File: config.mk
export PLATFORM = sky130hd
export DESIGN_NAME = ascii85_stream_encoder_core
export DESIGN_NICKNAME = d
export VERILOG_FILES = /design/src/hw/rtl/a85enc_pkg.sv /design/src/hw/rtl/ascii85_stream_encoder_core.sv
export VERILOG_INCLUDE_DIRS = /design/src /design/src/hw/rtl
export SDC_FILE = /design/constraint.sdc
export NUM_CORES = 1
export LEC_CHECK = 0
export BUFFER_PORTS_ARGS = -buffer_cell sky130_fd_sc_hd__buf_2
export CAP_MARGIN = 20
export CORE_MARGIN = 5
export CORE_UTILIZATION = 45
export DETAILED_ROUTE_END_ITERATION = 12
export SYNTH_ARGS = -nofsm -noshare
export SYNTH_HDL_FRONTEND = slang
export SYNTH_SLANG_ARGS = --single-unit
File: constraint.sdc
create_clock -name clk -period 15.9 [get_ports clk]
set_input_delay 4.77 -clock clk [delete_from_list [all_inputs] [get_ports clk]]
set_output_delay 4.77 -clock clk [all_outputs]
set_load 0.02 [all_outputs]
File: src/hw/rtl/ascii85_stream_encoder_core_assert.svh
// ----------------------------------------------------------------------------
// ascii85_stream_encoder_core_assert.svh - assertion macros
// Shorthand for the concurrent checks of the Ascii85 encoder core.
// ----------------------------------------------------------------------------
`ifndef ASCII85_STREAM_ENCODER_CORE_ASSERT_SVH
`define ASCII85_STREAM_ENCODER_CORE_ASSERT_SVH

// same-cycle implication, disabled during reset
`define A85_ASSERT_NOW(lbl, clk, rst_n, ante, cons, msg) \
	lbl: assert property (@(posedge clk) disable iff (!rst_n) (ante) |-> (cons)) \
		else $error(msg);

// next-cycle implication, disabled during reset
`define A85_ASSERT_NEXT(lbl, clk, rst_n, ante, cons, msg) \
	lbl: assert property (@(posedge clk) disable iff (!rst_n) (ante) |=> (cons)) \
		else $error(msg);

`endif

File: src/hw/rtl/a85enc_pkg.sv
// ----------------------------------------------------------------------------
// a85enc_pkg - Ascii85 encoder package
// Sequencer states, character codes and the divide-by-85 reciprocal.
// ----------------------------------------------------------------------------
package a85enc_pkg;

	// sequencer states
	typedef enum logic [1:0] {
		ST_IDLE,
		ST_MUL,
		ST_FIX,
		ST_EMIT
	} a85enc_state_t;

	localparam int unsigned B85_BASE     = 85;
	localparam int unsigned B85_OFFSET   = 33;
	localparam int unsigned B85_DIGITS   = 5;
	localparam int unsigned DIGIT_W      = 7;

	// floor(v / 85) == (v * RECIP) >> RECIP_SHIFT for every 32-bit v
	localparam logic [31:0] RECIP        = 32'd3233857729;
	localparam int unsigned RECIP_SHIFT  = 38;
	localparam int unsigned QUOT_W       = 64 - RECIP_SHIFT;

	// digit value that prints as 'z' once the offset is added
	localparam logic [DIGIT_W-1:0] Z_DIGIT = 7'd89;

	localparam logic [7:0] CH_NL    = 8'd10;
	localparam logic [7:0] CH_TILDE = 8'd126;
	localparam logic [7:0] CH_GT    = 8'd62;
	localparam logic [7:0] CH_Z     = 8'd122;
	localparam logic [7:0] CH_LO    = 8'd33;
	localparam logic [7:0] CH_HI    = 8'd117;

	localparam logic [7:0] GPL_RESET = 8'd15;

endpackage

File: src/hw/rtl/ascii85_stream_encoder_core.sv
// ----------------------------------------------------------------------------
// ascii85_stream_encoder_core - Ascii85 stream encoder
// Packs bytes into groups of four and prints each group as five base-85
// characters (or 'z'), with line breaks and the closing "~>".
// ----------------------------------------------------------------------------
//
//  channel  | signals                               | flow
//  ---------+---------------------------------------+--------------------
//  input    | in_valid in_ready data_byte is_last   | one byte per transaction
//  output   | out_valid out_ready out_char out_last | one character per transaction
//  config   | cfg_we cfg_wdata                      | groups_per_line, no wait
//
// A byte that leaves the group open is only stored; the sequencer stays idle.
// A byte that closes a group starts the sequencer: the shared
// multiply-by-reciprocal unit steps through ST_MUL and ST_FIX once per digit for five digits,
// then one character per cycle, while the output is not stalled, leaves through the output register.
// An all-zero group of four bytes skips the divider. Reset is asynchronous, active low.
// A stalled output holds the sequencer; input is taken only when idle.
// ----------------------------------------------------------------------------
`include "ascii85_stream_encoder_core_assert.svh"

module ascii85_stream_encoder_core
	import a85enc_pkg::*;
(
	input  logic       clk,
	input  logic       arst_n,
	input  logic       cfg_we,
	input  logic [7:0] cfg_wdata,
	input  logic       in_valid,
	output logic       in_ready,
	input  logic [7:0] data_byte,
	input  logic       is_last,
	output logic       out_valid,
	input  logic       out_ready,
	output logic [7:0] out_char,
	output logic       out_last
);

	a85enc_state_t state_q, state_nxt;

	logic [7:0]          gpl_q;
	logic [23:0]         pend_bytes_q;
	logic [1:0]          pend_cnt_q;
	logic [7:0]          phase_q;
	logic [31:0]         val_q;
	logic [QUOT_W-1:0]   prod_q;
	logic [2:0]          div_cnt_q;
	logic [DIGIT_W-1:0]  d_q [B85_DIGITS];
	logic [2:0]          dig_left_q;
	logic                nl_q;
	logic                tl_q;
	logic                gt_q;
	logic                out_valid_q;
	logic [7:0]          out_char_q;
	logic                out_last_q;

	// sequencer outputs
	logic in_idle;
	logic mul_en;
	logic fix_en;
	logic emit_st;

	// ---------------- input side decode ----------------
	logic               in_fire;
	logic [2:0]         have;
	logic               store_only;
	logic [31:0]        acc;
	logic [31:0]        val_init;
	logic               is_zero;
	logic [8:0]         phase_inc;
	logic [7:0]         phase_nxt;

	assign in_fire    = in_valid && in_ready;
	assign have       = {1'b0, pend_cnt_q} + 3'd1;
	assign store_only = (have != 3'd4) && !is_last;
	assign acc        = {pend_bytes_q, data_byte};
	assign is_zero    = (pend_cnt_q == 2'd3) && (acc == 32'd0);
	assign phase_inc  = {1'b0, phase_q} + 9'd1;
	assign phase_nxt  = (phase_inc >= {1'b0, gpl_q}) ? 8'd0 : phase_inc[7:0];

	// left-align the group, padding with zero bytes
	always_comb begin
		case (pend_cnt_q)
			2'd0:    val_init = {data_byte, 24'd0};
			2'd1:    val_init = {pend_bytes_q[7:0], data_byte, 16'd0};
			2'd2:    val_init = {pend_bytes_q[15:0], data_byte, 8'd0};
			default: val_init = acc;
		endcase
	end

	// ---------------- shared divide-by-85 unit ----------------
	logic [63:0]        mul_full;
	logic [DIGIT_W-1:0] q_lo;
	logic [DIGIT_W-1:0] rem;

	assign mul_full = {32'd0, val_q} * {32'd0, RECIP};
	assign q_lo     = prod_q[DIGIT_W-1:0];
	// remainder is below 85, so seven low bits are enough
	assign rem      = val_q[DIGIT_W-1:0] - DIGIT_W'(q_lo * DIGIT_W'(B85_BASE));

	// ---------------- emit decode ----------------
	logic       emit_load;
	logic [7:0] emit_ch;
	logic       emit_more;

	assign emit_load = emit_st && (!out_valid_q || out_ready);

	always_comb begin
		if (dig_left_q != 3'd0) begin
			emit_ch   = 8'({1'b0, d_q[B85_DIGITS-1]}) + 8'(B85_OFFSET);
			emit_more = (dig_left_q > 3'd1) || nl_q || tl_q || gt_q;
		end else if (nl_q) begin
			emit_ch   = CH_NL;
			emit_more = tl_q || gt_q;
		end else if (tl_q) begin
			emit_ch   = CH_TILDE;
			emit_more = gt_q;
		end else begin
			emit_ch   = CH_GT;
			emit_more = 1'b0;
		end
	end

	// ---------------- sequencer ----------------
	always_comb begin
		state_nxt = state_q;
		case (state_q)
			ST_IDLE: begin
				if (in_fire && !store_only) begin
					state_nxt = is_zero ? ST_EMIT : ST_MUL;
				end
			end
			ST_MUL: begin
				state_nxt = ST_FIX;
			end
			ST_FIX: begin
				if (div_cnt_q == 3'(B85_DIGITS - 1)) begin
					state_nxt = ST_EMIT;
				end else begin
					state_nxt = ST_MUL;
				end
			end
			ST_EMIT: begin
				if (emit_load && !emit_more) begin
					state_nxt = ST_IDLE;
				end
			end
			default: state_nxt = ST_IDLE;
		endcase
	end

	always_comb begin
		in_idle = 1'b0;
		mul_en  = 1'b0;
		fix_en  = 1'b0;
		emit_st = 1'b0;
		case (state_q)
			ST_IDLE: in_idle = 1'b1;
			ST_MUL:  mul_en  = 1'b1;
			ST_FIX:  fix_en  = 1'b1;
			ST_EMIT: emit_st = 1'b1;
			default: in_idle = 1'b0;
		endcase
	end

	assign in_ready = in_idle;

	// ---------------- control registers ----------------
	always_ff @(posedge clk or negedge arst_n) begin
		if (!arst_n) begin
			state_q      <= ST_IDLE;
			gpl_q        <= GPL_RESET;
			pend_bytes_q <= 24'd0;
			pend_cnt_q   <= 2'd0;
			phase_q      <= 8'd0;
			div_cnt_q    <= 3'd0;
			dig_left_q   <= 3'd0;
			nl_q         <= 1'b0;
			tl_q         <= 1'b0;
			gt_q         <= 1'b0;
			out_valid_q  <= 1'b0;
		end else begin
			state_q <= state_nxt;

			if (cfg_we) begin
				gpl_q <= cfg_wdata;
			end

			// group bookkeeping on each accepted byte
			if (in_fire) begin
				if (store_only) begin
					pend_bytes_q <= acc[23:0];
					pend_cnt_q   <= have[1:0];
				end else begin
					pend_bytes_q <= 24'd0;
					pend_cnt_q   <= 2'd0;
					phase_q      <= is_last ? 8'd0 : phase_nxt;
					div_cnt_q    <= 3'd0;
					// n bytes print as n+1 digits
					dig_left_q   <= is_zero ? 3'd1 : have + 3'd1;
					nl_q         <= (phase_q == 8'd0);
					tl_q         <= is_last;
					gt_q         <= is_last;
				end
			end

			if (fix_en) begin
				div_cnt_q <= div_cnt_q + 3'd1;
			end

			// pop one character per output slot
			if (emit_load) begin
				if (dig_left_q != 3'd0) begin
					dig_left_q <= dig_left_q - 3'd1;
				end else if (nl_q) begin
					nl_q <= 1'b0;
				end else if (tl_q) begin
					tl_q <= 1'b0;
				end else begin
					gt_q <= 1'b0;
				end
			end

			if (emit_load) begin
				out_valid_q <= 1'b1;
			end else if (out_ready) begin
				out_valid_q <= 1'b0;
			end
		end
	end

	// ---------------- datapath registers ----------------
	always_ff @(posedge clk) begin
		if (in_fire && !store_only) begin
			val_q <= val_init;
			if (is_zero) begin
				d_q[B85_DIGITS-1] <= Z_DIGIT;
			end
		end

		if (mul_en) begin
			prod_q <= mul_full[63:RECIP_SHIFT];
		end

		// digits come out least significant first and shift down from the top
		if (fix_en) begin
			val_q             <= 32'(prod_q);
			d_q[B85_DIGITS-1] <= rem;
			for (int i = 0; i < B85_DIGITS - 1; i++) begin
				d_q[i] <= d_q[i+1];
			end
		end

		if (emit_load) begin
			out_char_q <= emit_ch;
			out_last_q <= !emit_more;
			if (dig_left_q != 3'd0) begin
				for (int i = 1; i < B85_DIGITS; i++) begin
					d_q[i] <= d_q[i-1];
				end
			end
		end
	end

	assign out_valid = out_valid_q;
	assign out_char  = out_char_q;
	assign out_last  = out_last_q;

	// ---------------- assertions ----------------
	`A85_ASSERT_NEXT(a_open_group_idle, clk, arst_n, in_fire && store_only, in_ready, "byte that leaves the group open must not start the sequencer")
	`A85_ASSERT_NOW(a_no_pending_busy, clk, arst_n, state_q != ST_IDLE, pend_cnt_q == 2'd0, "pending bytes left while a group is in flight")
	`A85_ASSERT_NOW(a_char_range, clk, arst_n, out_valid, ((out_char >= CH_LO) && (out_char <= CH_HI)) || (out_char == CH_Z) || (out_char == CH_NL) || (out_char == CH_TILDE) || (out_char == CH_GT), "character outside the Ascii85 alphabet")

endmodule
==> key figures, run 1 <==
Global route
  – Total GRT Usage: 20.4%
  – Largest net degree at the start of global routing: 55
  – Total global routing overflow: 0
  – Number of global-route vias before repair: 12,800
  – First-pass GRT wire length: 70.2 mm
  – Initial antenna violation count: 0

Clock network
  – Cts repair resizes: 0
  – Clk root buf: clkbuf_16
  – Clk slew on worst S/H paths: 70 ps
  – Worst-skew pair later-pin latency: 440 ps
  – TritonCTS buffer count: 17
  – CTS H-Tree Depth: 4
  – Longest Clk Path Bufs: 2
  – Sink Count: around 160
  – # hold bufs at CTS: 0
  – CTS tree: done
  – Setup Buffers After CTS: 0

Timing
  – Worst Tran Pin Value: 1030 ps
  – Setup TNS: 0 ps
  – RSZ-0062 raised after global routing: no
  – Final Setup Violations: 0
  – Clk_skew: 21.1 ps
  – Maximum clock rate: 137 MHz
  – Slew Limit Fails: 0
  – Tmin final: 7310 ps
  – Hold Vio Cnt, Final: 0
  – Final Cycle Share: between 40 and 50%
  – WHS: 454 ps
  – Rel. slew slack: 30.9%

Floorplan
  – Die W: 207 um
  – DIE AREA: 43,000 um^2
  – Row cnt: 72
  – Die Ht: 207 um
  – IO Count: 33
  – Core area: 38,600 um^2
  – Starting Density: 45.5%

Final layout
  – Share of cells above drive strength 1: 4.93%
  – Most frequent cells in the layout: 365 x inv_1, 347 x ha_1, 208 x nand2_1
  – Final net count: 2,350
  – Area grow syn2layout: 7.88%
  – Antenna cells: 0
  – Commonest non-fill, non-tap cell in the layout: inv_1

Worst setup path
  – Path depth of the worst reg2reg path: 21
  – Crit start category: register
  – Type of destination of the critical path: register
  – Critical Path Max Stage Delay: a little over 600 ps
  – Buf+Inv Stages, Crit Path: 4
  – Slowest stage cell, crit path: o21ai_1
  – FF-to-FF Start: val_q[6]$_DFFE_PP_
  – WS Path Type: register to register
  – Crit path from: val_q[6]$_DFFE_PP_
  – Data required, critical path: 16,090 ps
  – FF-to-FF setup slack: ~8600 ps
  – CP Cell Sequence: ha_1 -> ha_1 -> inv_1 -> fa_1 -> inv_1 -> fa_1 -> inv_1 -> fa_1 -> fa_1 -> fa_1 -> inv_1 -> ha_1 -> ha_1 -> a21o_1 -> a2111oi_2 -> nand4_1 -> o21ai_1 -> o21ai_1 -> a21oi_1 -> nor3_1 -> a211o_1
  – Worst-path maximum fanout: 5
  – CP most frequent cell: fa_1
  – Worst EP arrival: 7500 ps
  – CP delay by family, top: adder cells
  – R2r endpoint: prod_q[19]$_DFFE_PP_

Hold path
  – Hold Crit Depth: 0
  – Worst hold path type: register to register
  – Min-Delay Startpoint: d_q[0][10]$_DFFE_PP_
  – WHS Endpoint: d_q[0][3]$_DFFE_PP_

Synthesis
  – Async set-reset flop share out of synthesis: 34.6%
  – Synth Area in XOR/XNOR: under 10%
  – Largest family of logic cells by synthesized area: adder cells
  – Synth unique cells: 62
  – Post-synth EDFFs: 96
  – Main synth FF type: edfxtp_1
  – Mux contribution to synthesized area: 0.186%
  – Synth Register Bits: around 160
  – Simple-gate share of the synthesized area: 10.0%
  – Mapped Cells: about 1,800
  – Syn nets: 2,329
  – Compound-cell area share of the yosys netlist: 9.28%
  – Synth warn: 0
  – Adder-cell share of the synthesized area: 44.2%
  – Register area share after synthesis: 24.9%
  – Post-Syn Area: ~18,000 um^2
  – Syn avg cell area: ~9.8 um^2

Place
  – Estimated wirelength of the detail-placed design: 36.3 mm
  – GPL Wtd Cong: 0.938
  – Port Buffer Count: 32

Route
  – Vias per inst: 5.30
  – TritonRoute pass-1 iters: 6
  – Total Wirelength: between 40 and 50 mm
  – Routed length per instance: 18.4 um
  – DRC violation count after routing: 0
  – DRT iter0 DRCs: 1,002
  – Final ANT Viol Nets: 0
  – Via count: about 12,000

Job
  – Max_cap viols: 0

Outcome
  – Status: finished, final reports clean
cells by family (layout without fill, tap and decap cells):
logic type,count (synthesis),after routing
multiplexers,3,3
buffers and inverters,405,439
XOR/XNOR,56,56
adder cells (fa/ha/maj),517,517
AO/OA/AOI/OAI,254,254
AND/OR/NAND/NOR,399,399
flip-flops,156,156
metal layers:
metal  vias to the layer above  GRT usage (%)  wire length, um
met3                        44           2.60             2040
met2                       321           33.5            20200
met1                      6041           29.4            20200
met4                         0           3.94              731
li1                       6002              -                -
met5                         -              0                0
synthesized netlist by cell type, types with 3 or more instances:
master    instances  area (um^2)
a211oi_1         10         75.1
a21o_1           23          173
a21oi_1          74          370
a221o_1           8         80.1
a221oi_1          9         78.8
a222oi_1          8         80.1
a31oi_1           3         18.8
and2_1            3         18.8
and3_1            6         37.5
buf_1             4         15.0
clkbuf_1         35          131
dfrtp_1          50         1250
dfstp_2           4          105
dfxtp_1           6          120
edfxtp_1         96         2880
fa_1            170         3400
ha_1            347         4340
inv_1           365         1370
nand2_1         208          781
nand2b_1          9         56.3
nand3_1          58          290
nand4_1          15         93.8
nor2_1           60          225
nor2b_1           6         37.5
nor3_1           12         60.1
nor4_1            9         56.3
o211ai_1          6         45.0
o21a_1            3         22.5
o21ai_0          70          350
o21ai_1           6         30.0
o21bai_1          8         60.1
o31ai_1           4         30.0
xnor2_1          35          307
xor2_1           21          184
how the worst max path moves through the flow:
stage / slack [ps] / depth (start not counted) / end
floorplan: 9290 / 6 / d_q[0][10]$_DFFE_PP_
global placement: 8260 / 5 / val_q[22]$_DFFE_PP_
detailed placement: 8210 / 5 / val_q[23]$_DFFE_PP_
CTS: 8630 / 21 / prod_q[19]$_DFFE_PP_
global route: 8250 / 21 / prod_q[19]$_DFFE_PP_
finish: 8590 / 21 / prod_q[19]$_DFFE_PP_
through the flow:
stage | setup slack, ps | instances | util, % | area, um^2
6_report | 8590 | 2342 | 49.0 | 18900
5_1_grt | 8250 | 2342 | 49.0 | 18900
4_1_cts | 8630 | 2341 | 49.0 | 18900
3_5_place_dp | 8210 | 2309 | 47.3 | 18300
3_3_place_gp | 8260 | 2309 | 47.3 | 18300
2_1_floorplan | 9290 | 1790 | - | 17500
registers in the layout (all words and copies together), names as in the netlist, 3 cells and up:
signal,flops
d_q,35
val_q,32
pend_bytes_q,24
phase_q,8
dig_left_q,3
prod_q,26
gpl_q,8
div_cnt_q,3
out_char,8
area by class of cell:
type                            count  area, um^2
Sequential cell                   156        4360
Timing Repair Buffer               41         248
Tap cell                          518         648
Clock buffer                       17         425
Fill cell                        3707       19600
Clock inverter                     15         201
Multi-Input combinational cell   1229       11700
Inverter                          366        1370
Power of run 1 is left out: the tool's default activity adds up to more than one toggle a clock period on the data nets, which glitch-free logic cannot reach.
==> run 2, diff against run 1 <==
==> constraint.sdc (replaced) <==
create_clock -name clk -period 6.2 [get_ports clk]
set_input_delay 1.86 -clock clk [delete_from_list [all_inputs] [get_ports clk]]
set_output_delay 1.86 -clock clk [all_outputs]
set_load 0.02 [all_outputs]
==> key figures, run 2 (synthesis results as in run 1) <==
Clock network
  – Worst-skew pair later-pin latency: 460 ps (was 440 ps)
  – Sink Count: 156 (unchanged)
  – TritonCTS buffer count: 17 (unchanged)
  – Clk slew on worst S/H paths: 80 ps (was 70 ps)
  – CTS tree: done (unchanged)
  – Clk root buf: clkbuf_16 (unchanged)
  – CTS H-Tree Depth: 4 (unchanged)
  – Longest Clk Path Bufs: 2 (unchanged)

Place
  – Worst slack, placed: -667 ps (was 8210 ps)
  – DP Area: 19,400 um^2 (was 18,300 um^2)
  – Port Buffer Count: 32 (unchanged)
  – GPL Wtd Cong: 0.984 (was 0.938)
  – Estimated wirelength of the detail-placed design: 37.8 mm (was 36.3 mm)

Worst setup path
  – Type of destination of the critical path: register (unchanged)
  – Worst EP arrival: 6750 ps (was 7500 ps)
  – Crit start category: register (unchanged)
  – WS Path Type: register to register (unchanged)
  – Worst-path maximum fanout: 3 (was 5)
  – Data required, critical path: 6400 ps (was 16,090 ps)

Timing
  – Final Cycle Share: 106% (was 46.0%)
  – Hold Vio Cnt, Final: 0 (unchanged)
  – Final Setup Violations: 20 (was 0)
  – Worst Tran Pin Value: 967 ps (was 1030 ps)
  – Slew Limit Fails: 0 (unchanged)
  – Final worst slack: -359 ps (was 8590 ps)
  – Rel. slew slack: 35.4% (was 30.9%)
  – Tmin final: 6560 ps (was 7310 ps)
  – Maximum clock rate: 152 MHz (was 137 MHz)
  – RSZ-0062 raised after global routing: yes (was no)
  – Clk_skew: 25.9 ps (was 21.1 ps)

Outcome
  – Failing checks: setup timing
  – Status: complete, but fails checks (was finished, final reports clean)

Job
  – Max_cap viols: 0 (unchanged)

Floorplan
  – Core area: 38,600 um^2 (unchanged)
  – Starting Density: 45.5% (unchanged)
  – DIE AREA: 43,000 um^2 (unchanged)
  – Row cnt: 72 (unchanged)
  – Die W: 207 um (unchanged)
  – Die Ht: 207 um (unchanged)
  – IO Count: 33 (unchanged)

Route
  – DRT iter0 DRCs: 886 (was 1,002)
  – Vias per inst: 5.25 (was 5.30)
  – Final ANT Viol Nets: 0 (unchanged)
  – DRC violation count after routing: 0 (unchanged)
  – Total Wirelength: 46.2 mm (was 43.1 mm)
  – Via count: 13,200 (was 12,400)
  – TritonRoute pass-1 iters: 7 (was 6)
  – Routed length per instance: 18.4 um (about the same)

Final layout
  – Top Registers: d_q: 35 flops, val_q: 32 flops, prod_q: 26 flops (unchanged)
  – Most frequent cells in the layout: 356 x inv_1, 307 x ha_1, 208 x nand2_1 (was 365 x inv_1, 347 x ha_1, 208 x nand2_1)
  – Final net count: 2,527 (was 2,350)
  – Area of the multi-input gates: 12,500 um^2 (was 11,700 um^2)
  – Max reg flops: 35 (unchanged)
  – Area grow syn2layout: 20.3% (was 7.88%)
  – Non-Filler Cell Area, Final: 21,100 um^2 (was 18,900 um^2)
  – Number of fill cells in the layout: 3,433 (was 3,707)
  – Register with the most flip-flops: d_q (unchanged)
  – Commonest non-fill, non-tap cell in the layout: inv_1 (unchanged)
  – Share of cells above drive strength 1: 18.3% (was 4.93%)
  – Antenna cells: 0 (unchanged)
  – Register Area: 4360 um^2 (unchanged)

Global route
  – Total GRT Usage: 21.3% (was 20.4%)
  – Largest net degree at the start of global routing: 55 (unchanged)
  – Total global routing overflow: 0 (unchanged)
  – Number of global-route vias before repair: 13,500 (was 12,800)
  – First-pass GRT wire length: 72.9 mm (was 70.2 mm)
  – Initial antenna violation count: 0 (unchanged)

Hold path
  – Worst hold path type: register to register (unchanged)
==> run 2: cell count changes in the layout (fill, tap and decap cells not counted), moves of 5 or more <==
cell,before,now
buf_4,8,170
fa_2,0,10
inv_2,1,10
fa_1,170,160
inv_1,365,356
o21ai_0,70,65
buf_6,0,14
xnor2_1,35,30
ha_4,0,39
a21oi_2,0,6
ha_1,347,307
a21oi_1,74,66
==> run 2: what timing repair did <==
action | in CTS | in global routing
resized for setup | 81 | 53
pin swaps | 62 | 47
endpoints found under the setup margin | 25 | 24
setup buffers | 17 | 16
cloned | 0 | 0
hold buffers | 0 | 0
==> run 2: layer usage <==
metal	vias up	part of all wire (%)	GRT usage (%)
met5	-	0	0
met4	0	2.3	5.04
met3	55	5.0	3.76
met2	306	48	35.4
met1	6505	45	29.3
li1	6364	-	-
==> run 2: worst paths after layout <==
kind / startpoint / end / slack (ps) / cells past startpoint
min in group asynchronous: arst_n / gpl_q[7]$_DFFE_PN0P_ / 1540 / 2
max reg2reg: val_q[4]$_DFFE_PP_ / prod_q[15]$_DFFE_PP_ / -360 / 24
max in group asynchronous: arst_n / tl_q$_DFF_PN0_ / 4160 / 2
min: d_q[0][12]$_DFFE_PP_ / d_q[0][5]$_DFFE_PP_ / 460 / 0
max: val_q[4]$_DFFE_PP_ / prod_q[15]$_DFFE_PP_ / -360 / 24
min reg2reg: d_q[0][12]$_DFFE_PP_ / d_q[0][5]$_DFFE_PP_ / 460 / 0
==> run 2: critical path, stage by stage, from the launching register on <==
cell	delay (ps)
edfxtp_1	470
buf_6	160
ha_4	250
ha_4	270
inv_2	30
fa_1	490
inv_2	40
fa_1	520
inv_2	50
fa_2	570
fa_1	430
fa_1	570
inv_2	50
ha_4	210
ha_4	260
nand4_1	130
nor4_2	330
o21ai_1	140
a311oi_2	400
nor3_4	90
buf_6	140
o211ai_1	220
a221o_1	250
a221oi_2	80
xnor2_1	140
==> run 2: final cells by class <==
cell class	count	area share [%]
Timing Repair Buffer	218	7.76
Tap cell	518	3.07
Clock buffer	22	2.35
Clock inverter	10	0.350
Sequential cell	156	20.7
Multi-Input combinational cell	1229	59.3
Inverter	366	6.52
==> run 2: metrics by stage <==
step / hold WS, ps / util [%] / setup TNS [ps] / instances
2_1_floorplan: 426 / - / 0 / 1790
3_3_place_gp: 443 / 50.2 / -6070 / 2454
3_5_place_dp: 436 / 50.3 / -8330 / 2455
4_1_cts: 467 / 53.6 / -1050 / 2504
5_1_grt: 471 / 54.7 / -7510 / 2519
6_report: 465 / 54.7 / -3590 / 2519
Power of run 2 is left out for the same reason.
==> run 3, diff against run 2 <==
--- a/config.mk
+++ b/config.mk
@@ -11,6 +11,7 @@
 export CORE_MARGIN = 5
 export CORE_UTILIZATION = 45
 export DETAILED_ROUTE_END_ITERATION = 12
+export SETUP_SLACK_MARGIN = 0.4
 export SYNTH_ARGS = -nofsm -noshare
 export SYNTH_HDL_FRONTEND = slang
 export SYNTH_SLANG_ARGS = --single-unit
==> key figures, run 3 (synthesis results as in run 1) <==
Final layout
  – Most frequent cells in the layout: 353 x inv_1, 271 x ha_1, 205 x nand2_1 (was 356 x inv_1, 307 x ha_1, 208 x nand2_1)
  – Area grow syn2layout: 24.4% (was 20.3%)
  – Final net count: 2,540 (was 2,527)
  – Number of fill cells in the layout: 3,366 (was 3,433)
  – Antenna cells: 0 (unchanged)
  – Share of cells above drive strength 1: 21.8% (was 18.3%)
  – Max reg flops: 35 (unchanged)
  – Top Registers: d_q: 35 flops, val_q: 32 flops, prod_q: 26 flops (unchanged)
  – Non-Filler Cell Area, Final: 21,800 um^2 (was 21,100 um^2)
  – Area of the multi-input gates: 13,000 um^2 (was 12,500 um^2)
  – Register Area: 4360 um^2 (unchanged)
  – Commonest non-fill, non-tap cell in the layout: inv_1 (unchanged)
  – Register with the most flip-flops: d_q (unchanged)
  – Post-Route Utilization: 56.6% (was 54.7%)

Worst setup path
  – FF-to-FF Start: val_q[7]$_DFFE_PP_ (was val_q[4]$_DFFE_PP_)
  – CP Cell Sequence: ha_4 -> ha_1 -> inv_1 -> fa_1 -> inv_1 -> fa_1 -> inv_1 -> fa_2 -> fa_1 -> fa_1 -> inv_2 -> ha_4 -> ha_4 -> buf_4 -> nand4_1 -> nor4_2 -> o21ai_1 -> a311oi_2 -> nor3_4 -> o311a_1 -> o21bai_1 -> a21oi_1 -> xnor2_1 (was buf_6 -> ha_4 -> ha_4 -> inv_2 -> fa_1 -> inv_2 -> fa_1 -> inv_2 -> fa_2 -> fa_1 -> fa_1 -> inv_2 -> ha_4 -> ha_4 -> nand4_1 -> nor4_2 -> o21ai_1 -> a311oi_2 -> nor3_4 -> buf_6 -> o211ai_1 -> a221o_1 -> a221oi_2 -> xnor2_1)
  – Type of destination of the critical path: register (unchanged)
  – Crit start category: register (unchanged)
  – Slowest stage cell, crit path: edfxtp_1 (was fa_2)
  – CP most frequent cell: fa_1
  – Worst EP arrival: 6670 ps (was 6750 ps)
  – Buf+Inv Stages, Crit Path: 5 (was 6)
  – Critical Path Max Stage Delay: 550 ps (was 570 ps)
  – WS Path Type: register to register (unchanged)
  – Data required, critical path: 6370 ps (was 6400 ps)
  – R2r endpoint: prod_q[13]$_DFFE_PP_ (was prod_q[15]$_DFFE_PP_)
  – FF-to-FF setup slack: -300 ps (was -360 ps)
  – Worst-path maximum fanout: 4 (was 3)
  – Path depth of the worst reg2reg path: 23 (was 24)
  – CP delay by family, top: adder cells (unchanged)
  – Worst path depth: 23 (was 24)

Global route
  – Largest net degree at the start of global routing: 55 (unchanged)
  – Met3 Use GR: 2.30% (was 3.76%)
  – First-pass GRT wire length: 74.4 mm (was 72.9 mm)
  – Met2 Usage GRT: 35.5% (was 35.4%)
  – Initial antenna violation count: 0 (unchanged)
  – GR met1 Demand/Resource: 30.4% (was 29.3%)
  – Total GRT Usage: 21.7% (was 21.3%)
  – Number of global-route vias before repair: 13,700 (was 13,500)
  – Gr busiest metal: met2 (unchanged)
  – Total global routing overflow: 0 (unchanged)

Timing
  – Worst Tran Pin Value: 969 ps (was 967 ps)
  – Rel. slew slack: 35.3% (was 35.4%)
  – Hold Vio Cnt, Final: 0 (unchanged)
  – Final worst slack: -300 ps (was -359 ps)
  – Setup TNS: -2990 ps (was -3590 ps)
  – Tmin final: 6500 ps (was 6560 ps)
  – Final Cycle Share: 105% (was 106%)
  – Slew Limit Fails: 0 (unchanged)
  – Maximum clock rate: 154 MHz (was 152 MHz)
  – Clk_skew: 20.8 ps (was 25.9 ps)
  – RSZ-0062 raised after global routing: yes (unchanged)
  – Final Setup Violations: 21 (was 20)

Route
  – Total Wirelength: 47.5 mm (was 46.2 mm)
  – Routed length per instance: 18.8 um (was 18.4 um)
  – Vias per inst: 5.24 (was 5.25)
  – DRT iter0 DRCs: 1,010 (was 886)
  – DRC violation count after routing: 0 (unchanged)
  – Final ANT Viol Nets: 0 (unchanged)
  – TritonRoute pass-1 iters: 6 (was 7)
  – Via count: 13,300 (was 13,200)

Hold path
  – Min-Delay Startpoint: d_q[0][13]$_DFFE_PP_ (was d_q[0][12]$_DFFE_PP_)
  – Worst hold path type: register to register (unchanged)
  – WHS Endpoint: d_q[0][6]$_DFFE_PP_ (was d_q[0][5]$_DFFE_PP_)
  – Hold Crit Depth: 0 (unchanged)

Clock network
  – TritonCTS buffer count: 17 (unchanged)
  – Clk root buf: clkbuf_16 (unchanged)
  – Sink Count: 156 (unchanged)
  – CTS tree: done (unchanged)
  – Worst-skew pair later-pin latency: 440 ps (was 460 ps)
  – Longest Clk Path Bufs: 2 (unchanged)
  – CTS H-Tree Depth: 4 (unchanged)
  – Clk slew on worst S/H paths: 80 ps (about the same)

Place
  – Worst slack, placed: -942 ps (was -667 ps)
  – GPL Wtd Cong: 0.977 (was 0.984)
  – Estimated wirelength of the detail-placed design: 38.5 mm (was 37.8 mm)
  – Port Buffer Count: 32 (unchanged)
  – DP Area: 19,700 um^2 (was 19,400 um^2)

Floorplan
  – Row cnt: 72 (unchanged)
  – Die Ht: 207 um (unchanged)
  – IO Count: 33 (unchanged)
  – Starting Density: 45.5% (unchanged)
  – Core area: 38,600 um^2 (unchanged)
  – Die W: 207 um (unchanged)
  – DIE AREA: 43,000 um^2 (unchanged)

Outcome
  – Status: complete, but fails checks (unchanged)
  – Failing checks: setup timing (unchanged)

Job
  – Max_cap viols: 0 (unchanged)
## run 3: cell type report
type,instances,share of cell area [%]
timing repair buffer,231,8.16
clock inverter,15,0.889
multi-input combinational,1229,59.7
tap,518,2.97
sequential,156,20.0
inverter,366,6.30
clock buffer,17,1.95
## run 3: metal layers
metal / routed length, um / up-vias
li1: - / 6373
met1: 21500 / 6463
met2: 22300 / 357
met3: 1900 / 73
met4: 1770 / 0
met5: 0 / -
## run 3: repair_timing
item,CTS,global route
setup buffers,34,14
hold endpoints to repair,0,0
setup endpoints to repair,26,26
resized for setup,122,54
hold buffers,0,0
pin swaps,72,47
## run 3: worst max-delay path by stage
stage,end,from,slack [ps]
2_1_floorplan,prod_q[13]$_DFFE_PP_,val_q[7]$_DFFE_PP_,230
3_3_place_gp,prod_q[8]$_DFFE_PP_,val_q[3]$_DFFE_PP_,-890
3_5_place_dp,prod_q[8]$_DFFE_PP_,val_q[4]$_DFFE_PP_,-940
4_1_cts,prod_q[9]$_DFFE_PP_,val_q[4]$_DFFE_PP_,-440
5_1_grt,prod_q[13]$_DFFE_PP_,val_q[3]$_DFFE_PP_,-520
6_report,prod_q[13]$_DFFE_PP_,val_q[7]$_DFFE_PP_,-300
## run 3: stage by stage
stage               hold slack (ps)  instances
floorplan                       426       1790
global placement                436       2450
detailed placement              440       2450
CTS                             459       2516
global route                    472       2532
finish                          456       2532
Power of run 3 is left out for the same reason.
